===== src/ntpb_pkg.sv =====
`default_nettype none
package ntpb_pkg;

    localparam int STAMP_W = 63;
    localparam int POSE_W  = 224;
    localparam int GAP_W   = 30;
    localparam logic [GAP_W-1:0] GAP_RESET = 30'd50000000;

    localparam logic OP_INSERT = 1'b0;
    localparam logic OP_LOOKUP = 1'b1;

    typedef struct packed {
        logic [STAMP_W-1:0] stamp;
        logic [POSE_W-1:0]  pose;
    } entry_t;

    typedef enum logic [3:0] {
        ST_IDLE,
        ST_SRCH,
        ST_SCMP,
        ST_ICHK,
        ST_ICMP,
        ST_INEQ,
        ST_SHRD,
        ST_SHWR,
        ST_PLACE,
        ST_LRDA,
        ST_LRDB,
        ST_LCAP,
        ST_LDIST,
        ST_LPICK,
        ST_DONE
    } state_t;

endpackage
`default_nettype wire


===== src/ntpb_ctrl.sv =====
`default_nettype none
module ntpb_ctrl #(
    parameter int CAPACITY = 4096
) (
    input  wire                                 clk,
    input  wire                                 rst_n,
    input  wire                                 in_valid,
    output logic                                in_ready,
    input  wire                                 in_op,
    input  wire [ntpb_pkg::STAMP_W-1:0]         in_stamp,
    input  wire [ntpb_pkg::POSE_W-1:0]          in_pose,
    input  wire [ntpb_pkg::GAP_W-1:0]           gap,
    output logic                                out_valid,
    input  wire                                 out_ready,
    output logic                                out_found,
    output logic [ntpb_pkg::POSE_W-1:0]         out_pose,
    output logic                                mem_we,
    output logic [$clog2(CAPACITY)-1:0]         mem_waddr,
    output ntpb_pkg::entry_t                    mem_wdata,
    output logic [$clog2(CAPACITY)-1:0]         mem_raddr,
    input  wire ntpb_pkg::entry_t               mem_rdata
);

    localparam int AW = $clog2(CAPACITY);
    localparam int CW = $clog2(CAPACITY + 1);
    localparam logic [CW-1:0] CAP = CW'(CAPACITY);
    localparam logic [CW-1:0] ONE = CW'(1);

    ntpb_pkg::state_t state_reg, state_next;
    logic                          op_reg, op_next;
    logic [ntpb_pkg::STAMP_W-1:0]  key_reg, key_next;
    logic [ntpb_pkg::POSE_W-1:0]   pose_reg, pose_next;
    logic [CW-1:0] lo_reg, lo_next, hi_reg, hi_next, mid_reg, mid_next;
    logic [CW-1:0] cnt_reg, cnt_next;
    logic [CW-1:0] src_reg, src_next, dst_reg, dst_next, place_reg, place_next;
    logic          full_reg, full_next;
    ntpb_pkg::entry_t prev_reg, prev_next, nxt_reg, nxt_next;
    logic [ntpb_pkg::STAMP_W-1:0]  dp_reg, dp_next, du_reg, du_next;
    logic                          rfound_reg, rfound_next;
    logic [ntpb_pkg::POSE_W-1:0]   rpose_reg, rpose_next;
    logic                          ov_reg, ov_next;
    logic                          of_reg, of_next;
    logic [ntpb_pkg::POSE_W-1:0]   opose_reg, opose_next;

    logic [CW:0]                   sum;
    logic                          use_prev;
    logic [ntpb_pkg::STAMP_W-1:0]  dsel;

    always_ff @(posedge clk or negedge rst_n)
    begin
        if (!rst_n)
        begin
            state_reg <= ntpb_pkg::ST_IDLE;
            cnt_reg   <= '0;
            ov_reg    <= 1'b0;
        end
        else
        begin
            state_reg <= state_next;
            cnt_reg   <= cnt_next;
            ov_reg    <= ov_next;
        end
    end

    always_ff @(posedge clk)
    begin
        op_reg     <= op_next;
        key_reg    <= key_next;
        pose_reg   <= pose_next;
        lo_reg     <= lo_next;
        hi_reg     <= hi_next;
        mid_reg    <= mid_next;
        src_reg    <= src_next;
        dst_reg    <= dst_next;
        place_reg  <= place_next;
        full_reg   <= full_next;
        prev_reg   <= prev_next;
        nxt_reg    <= nxt_next;
        dp_reg     <= dp_next;
        du_reg     <= du_next;
        rfound_reg <= rfound_next;
        rpose_reg  <= rpose_next;
        of_reg     <= of_next;
        opose_reg  <= opose_next;
    end

    always_comb
    begin
        state_next  = state_reg;
        op_next     = op_reg;
        key_next    = key_reg;
        pose_next   = pose_reg;
        lo_next     = lo_reg;
        hi_next     = hi_reg;
        mid_next    = mid_reg;
        cnt_next    = cnt_reg;
        src_next    = src_reg;
        dst_next    = dst_reg;
        place_next  = place_reg;
        full_next   = full_reg;
        prev_next   = prev_reg;
        nxt_next    = nxt_reg;
        dp_next     = dp_reg;
        du_next     = du_reg;
        rfound_next = rfound_reg;
        rpose_next  = rpose_reg;
        of_next     = of_reg;
        opose_next  = opose_reg;
        ov_next     = ov_reg && !out_ready;
        mem_we      = 1'b0;
        mem_waddr   = '0;
        mem_wdata   = '0;
        mem_raddr   = '0;
        sum         = {1'b0, lo_reg} + {1'b0, hi_reg};
        use_prev    = (lo_reg >= cnt_reg) || ((lo_reg != '0) && (dp_reg <= du_reg));
        dsel        = use_prev ? dp_reg : du_reg;
        in_ready    = (state_reg == ntpb_pkg::ST_IDLE);

        case (state_reg)
            ntpb_pkg::ST_IDLE:
            begin
                if (in_valid)
                begin
                    op_next    = in_op;
                    key_next   = in_stamp;
                    pose_next  = in_pose;
                    lo_next    = '0;
                    hi_next    = cnt_reg;
                    state_next = ntpb_pkg::ST_SRCH;
                end
            end
            ntpb_pkg::ST_SRCH:
            begin
                if (lo_reg < hi_reg)
                begin
                    mid_next   = sum[CW:1];
                    mem_raddr  = sum[AW:1];
                    state_next = ntpb_pkg::ST_SCMP;
                end
                else if (op_reg == ntpb_pkg::OP_INSERT)
                begin
                    state_next = ntpb_pkg::ST_ICHK;
                end
                else if (cnt_reg == '0)
                begin
                    rfound_next = 1'b0;
                    rpose_next  = '0;
                    state_next  = ntpb_pkg::ST_DONE;
                end
                else
                begin
                    state_next = ntpb_pkg::ST_LRDA;
                end
            end
            ntpb_pkg::ST_SCMP:
            begin
                if (mem_rdata.stamp < key_reg)
                begin
                    lo_next = mid_reg + ONE;
                end
                else
                begin
                    hi_next = mid_reg;
                end
                state_next = ntpb_pkg::ST_SRCH;
            end
            ntpb_pkg::ST_ICHK:
            begin
                mem_raddr  = lo_reg[AW-1:0];
                state_next = (lo_reg < cnt_reg) ? ntpb_pkg::ST_ICMP : ntpb_pkg::ST_INEQ;
            end
            ntpb_pkg::ST_ICMP:
            begin
                if (mem_rdata.stamp == key_reg)
                begin
                    mem_we      = 1'b1;
                    mem_waddr   = lo_reg[AW-1:0];
                    mem_wdata   = {key_reg, pose_reg};
                    rfound_next = 1'b0;
                    rpose_next  = '0;
                    state_next  = ntpb_pkg::ST_DONE;
                end
                else
                begin
                    state_next = ntpb_pkg::ST_INEQ;
                end
            end
            ntpb_pkg::ST_INEQ:
            begin
                rfound_next = 1'b0;
                rpose_next  = '0;
                if (cnt_reg >= CAP)
                begin
                    full_next = 1'b1;
                    // new key below everything: it would be evicted at once
                    if (lo_reg == '0)
                    begin
                        state_next = ntpb_pkg::ST_DONE;
                    end
                    else
                    begin
                        src_next   = ONE;
                        dst_next   = '0;
                        place_next = lo_reg - ONE;
                        state_next = (lo_reg > ONE) ? ntpb_pkg::ST_SHRD : ntpb_pkg::ST_PLACE;
                    end
                end
                else
                begin
                    full_next  = 1'b0;
                    dst_next   = cnt_reg;
                    src_next   = cnt_reg - ONE;
                    place_next = lo_reg;
                    state_next = (cnt_reg > lo_reg) ? ntpb_pkg::ST_SHRD : ntpb_pkg::ST_PLACE;
                end
            end
            ntpb_pkg::ST_SHRD:
            begin
                mem_raddr  = src_reg[AW-1:0];
                state_next = ntpb_pkg::ST_SHWR;
            end
            ntpb_pkg::ST_SHWR:
            begin
                mem_we    = 1'b1;
                mem_waddr = dst_reg[AW-1:0];
                mem_wdata = mem_rdata;
                if (full_reg)
                begin
                    src_next   = src_reg + ONE;
                    dst_next   = dst_reg + ONE;
                    state_next = (src_reg + ONE < lo_reg) ? ntpb_pkg::ST_SHRD
                                                          : ntpb_pkg::ST_PLACE;
                end
                else
                begin
                    src_next   = src_reg - ONE;
                    dst_next   = dst_reg - ONE;
                    state_next = (dst_reg - ONE > lo_reg) ? ntpb_pkg::ST_SHRD
                                                          : ntpb_pkg::ST_PLACE;
                end
            end
            ntpb_pkg::ST_PLACE:
            begin
                mem_we    = 1'b1;
                mem_waddr = place_reg[AW-1:0];
                mem_wdata = {key_reg, pose_reg};
                if (!full_reg)
                begin
                    cnt_next = cnt_reg + ONE;
                end
                state_next = ntpb_pkg::ST_DONE;
            end
            ntpb_pkg::ST_LRDA:
            begin
                mem_raddr  = (lo_reg == '0) ? '0 : AW'(lo_reg - ONE);
                state_next = ntpb_pkg::ST_LRDB;
            end
            ntpb_pkg::ST_LRDB:
            begin
                prev_next  = mem_rdata;
                mem_raddr  = (lo_reg < cnt_reg) ? lo_reg[AW-1:0] : AW'(lo_reg - ONE);
                state_next = ntpb_pkg::ST_LCAP;
            end
            ntpb_pkg::ST_LCAP:
            begin
                nxt_next   = mem_rdata;
                state_next = ntpb_pkg::ST_LDIST;
            end
            ntpb_pkg::ST_LDIST:
            begin
                // prev below the key, nxt at or above it (not at the ends)
                dp_next    = key_reg - prev_reg.stamp;
                du_next    = nxt_reg.stamp - key_reg;
                state_next = ntpb_pkg::ST_LPICK;
            end
            ntpb_pkg::ST_LPICK:
            begin
                rfound_next = (dsel <= {{(ntpb_pkg::STAMP_W-ntpb_pkg::GAP_W){1'b0}}, gap});
                if (dsel <= {{(ntpb_pkg::STAMP_W-ntpb_pkg::GAP_W){1'b0}}, gap})
                begin
                    rpose_next = use_prev ? prev_reg.pose : nxt_reg.pose;
                end
                else
                begin
                    rpose_next = '0;
                end
                state_next = ntpb_pkg::ST_DONE;
            end
            ntpb_pkg::ST_DONE:
            begin
                if (!ov_reg || out_ready)
                begin
                    ov_next    = 1'b1;
                    of_next    = rfound_reg;
                    opose_next = rpose_reg;
                    state_next = ntpb_pkg::ST_IDLE;
                end
            end
            default:
            begin
                state_next = ntpb_pkg::ST_IDLE;
            end
        endcase
    end

    assign out_valid = ov_reg;
    assign out_found = of_reg;
    assign out_pose  = opose_reg;

    a_cnt_bound: assert property (@(posedge clk) disable iff (!rst_n)
        cnt_reg <= CAP)
        else $error("entry count above capacity");

    a_cnt_step: assert property (@(posedge clk) disable iff (!rst_n)
        (state_reg != ntpb_pkg::ST_PLACE) |=> (cnt_reg == $past(cnt_reg)))
        else $error("entry count changed outside placement");

    a_search_order: assert property (@(posedge clk) disable iff (!rst_n)
        (state_reg == ntpb_pkg::ST_SRCH) |-> (lo_reg <= hi_reg && hi_reg <= cnt_reg))
        else $error("search bounds crossed");

    a_insert_nf: assert property (@(posedge clk) disable iff (!rst_n)
        (state_reg == ntpb_pkg::ST_DONE && op_reg == ntpb_pkg::OP_INSERT) |-> !rfound_reg)
        else $error("insert reported a match");

endmodule
`default_nettype wire


===== config.mk =====
export PLATFORM = sky130hd
export DESIGN_NAME = ntpb_ctrl
export DESIGN_NICKNAME = d
export VERILOG_FILES = /design/src/ntpb_pkg.sv /design/src/ntpb_ctrl.sv
export SDC_FILE = /design/constraint.sdc
export NUM_CORES = 2
export LEC_CHECK = 0
export BUFFER_PORTS_ARGS = -buffer_cell sky130_fd_sc_hd__buf_2
export CORE_MARGIN = 1
export CORE_UTILIZATION = 35
export DETAILED_ROUTE_END_ITERATION = 10
export HOLD_SLACK_MARGIN = 0.1
export PLACE_DENSITY = 0.65
export SKIP_LAST_GASP = 1
export SLEW_MARGIN = 30
export SYNTH_ARGS = -nofsm -noshare
export SYNTH_HDL_FRONTEND = slang
export SYNTH_SLANG_ARGS = --single-unit

===== constraint.sdc =====
create_clock -name clk -period 18.59 [get_ports clk]
set_input_delay 1.859 -clock clk [delete_from_list [all_inputs] [get_ports clk]]
set_output_delay 1.859 -clock clk [all_outputs]
set_load 0.01 [all_outputs]

==> results.json <==
{
  "status": "finished, final reports clean",
  "insertion_delay_ps": 840,
  "place_hpwl_um": 183500,
  "synth_edf_count": 1516,
  "ys_seq_area_share_pct": 67.74,
  "p_sw_share_pct": 32.43,
  "setup_tns_ps": 0,
  "crit_path_frequent_cell": "buf_4",
  "fin_crit_ps": 9827,
  "grt_setup_unrepaired": "no",
  "drt-pass1-iter-count": 5,
  "grt_pass1_vias": 44010,
  "leakagePower_nw": 32.24,
  "synth_top_cell_by_area": "edfxtp_1",
  "syn_inst": 4712,
  "ys_types": 89,
  "post-cts-setup-buffers": 0,
  "worstMarginPinSlew_ps": 1032,
  "ys_ff_latch": 1534,
  "synth_top_area_share_pct": 67.08,
  "pwr_density_cell_nw_per_um2": 134.9,
  "wl_per_cell_um": 28.07,
  "setup_viol": 0,
  "postRouteAntennaNets": 0,
  "syn2layout_area_growth_pct": 20.83,
  "seqPwrFrac_pct": 45.2,
  "critPathSlowestCell": "buf_4",
  "placement_rows": 161,
  "die-width_um": 442.3,
  "yosysWarnings": 0,
  "synth-async-reset-ratio_pct": 1.173,
  "hold_end": "out_pose[23]$_DFFE_PP_",
  "layout.nets": 6834,
  "htree_levels": 4,
  "grt_max_degree": 156,
  "synthFlopType": "edfxtp_1",
  "maxCapViolCount": 0,
  "via_count": 46270,
  "drt_iter0_markers": 4484,
  "r2r_cells": 22,
  "drive_above_1_share_pct": 25.22,
  "path_cells": "buf_2 -> buf_4 -> ha_1 -> nand4_1 -> nor2_1 -> nand3_1 -> nor4_1 -> nand2_1 -> nor2_1 -> and4_1 -> or2_4 -> buf_4 -> buf_4 -> buf_4 -> a22o_1 -> buf_2",
  "start_util_pct": 35.24,
  "slew_viol_final": 0,
  "hold_start": "rpose_reg[23]$_SDFFCE_PN0P_",
  "ir_drop_v": 0.00007656,
  "vias_per_cell": 5.408,
  "rrSetupSlack_ps": 9490,
  "max_stage_delay_ps": 740,
  "hp-class": "reg2reg",
  "hold_viol_final": 0,
  "dieArea_um2": 195700,
  "grt_use_total_pct": 23.72,
  "cp.required_ps": 16730,
  "ys_top_cells_by_count": "edfxtp_1, a22o_1, ha_1",
  "yosys-top-cells-area": "edfxtp_1, a22o_1, ha_1",
  "cp_max_fo": 72,
  "die_h_um": 442.3,
  "cts_tree": "built",
  "cts_resized": 0,
  "start_kind": "input pin",
  "hold_ws_ps": 403.4,
  "grt_pass1_wl_um": 330200,
  "holdPathStages": 0,
  "rr_endpoint": "rpose_reg[49]$_SDFFCE_PN0P_",
  "clock_skew_ps": 53.59,
  "gp_congestion": 1.009,
  "pwr-share-comb_pct": 24.5,
  "p_int_w": 0.007477,
  "cts_buffers": 168,
  "routed_wl_um": 240100,
  "period_share_pct": 52.86,
  "synth.avg_cell_area_um2": 14.40,
  "cts_root_buf": "clkbuf_16",
  "cts.hold.buffers_added": 0,
  "clock_path_buffers": 3,
  "endpoint_kind": "primary output",
  "antenna_found_initial": 73,
  "netSwitchingPower_w": 0.003588,
  "worstReg2RegStart": "cnt_reg[12]$_DFFE_PN0P_",
  "ios": 1148,
  "io_buffers": 1147,
  "worstSetupPathType": "in2out",
  "synth_nets": 5676,
  "relSlewSlack_pct": 31.18,
  "p_clk_share_pct": 30.3,
  "cp.arrival_ps": 7970,
  "clock-sinks": 1534,
  "drc": 0,
  "coreArea_um2": 192600,
  "fmax_mhz": 101.8,
  "path_clk_slew_ps": 60,
  "syn_area_um2": 67860,
  "synth_most_common_cell": "edfxtp_1",
  "overflow": 0
}
==> critical path, delay by kind of cell <==
family | cells | cell delay, ps
simple gates | 8 | 2760
buf+inv | 6 | 2540
fa+ha+maj | 1 | 350
compound gates | 1 | 260
==> routing by layer <==
layer / global-route usage (%) / vias up / share of wire [%]
li1: - / 20540 / -
met5: 0 / - / 0.019
met1: 29.75 / 23180 / 39
met4: 11.23 / 6 / 5.3
met2: 39.98 / 2082 / 49
met3: 3.777 / 460 / 6.6
==> cell type report <==
cell class / count / area (um^2)
Fill cell: 17560 / 110600
Sequential cell: 1534 / 45970
Multi-Input combinational cell: 2630 / 19770
Timing Repair Buffer: 1206 / 6227
Clock buffer: 192 / 4294
Tap cell: 2526 / 3161
Clock inverter: 114 / 1275
Inverter: 330 / 1246
Antenna cell: 23 / 57.56
==> cells by family after synthesis <==
family	count (synthesis)	share of synthesized area, %
flops	1534	67.74
compound gates	1274	13.86
mux	2	0.02950
buf+inv	548	3.252
fa+ha+maj	355	6.578
simple gates	774	5.632
xor+xnor	225	2.904
==> stage by stage <==
stage               std cells  power, W  cell area (um^2)  util (%)  worst slack [ps]
finish                   8555   0.01106             82000     42.58              8763
global route             8543   0.01151             81970     42.56              8549
CTS                      8531   0.01114             81910     42.53              8777
detailed placement       8225  0.007764             76340     39.64              8774
global placement         8225  0.007723             76320     39.63              8922
floorplan                4712  0.006763             67870         -             474.4
==> placed cells by master (no fill, tap or decap), types with 18 or more instances in the layout <==
cell,count
edfxtp_1,1516
buf_2,1147
a22o_1,511
ha_1,352
inv_1,328
nand2_1,232
a21oi_1,210
o21ai_0,173
clkbuf_16,168
xnor2_1,143
nor2_1,134
a21o_1,98
xor2_1,82
nand3_1,80
nand4_1,71
buf_4,54
nor3_1,50
nor2b_1,47
o21bai_1,38
o21a_1,34
nand2b_1,33
clkinv_2,31
nor4_1,30
and3_1,28
a22oi_1,24
clkbuf_1,24
diode_2,23
a31oi_1,23
clkinv_1,23
o211ai_1,18
dfrtp_1,18
==> worst max path at each step <==
stage / from / cells after the start / slack, ps / end
floorplan: out_ready / 2 / 470 / out_found$_DFFE_PP_
global placement: mem_rdata[278] / 16 / 8920 / mem_wdata[213]
detailed placement: mem_rdata[278] / 16 / 8770 / mem_wdata[77]
CTS: mem_rdata[278] / 16 / 8780 / mem_wdata[77]
global route: mem_rdata[278] / 16 / 8550 / mem_wdata[100]
finish: mem_rdata[278] / 16 / 8760 / mem_wdata[213]
==> power groups by stage <==
| stage | logic [W] | registers, W | clock network (W) |
|---|---|---|---|
| detailed placement | 0.00271 | 0.00506 | 0 |
| floorplan | 0.00160 | 0.00516 | 0 |
| global route | 0.00293 | 0.00504 | 0.00354 |
| finish | 0.00271 | 0.00500 | 0.00336 |
| CTS | 0.00273 | 0.00499 | 0.00342 |
| global placement | 0.00268 | 0.00505 | 0 |
No activity file was read; power rests on OpenSTA's default activity.
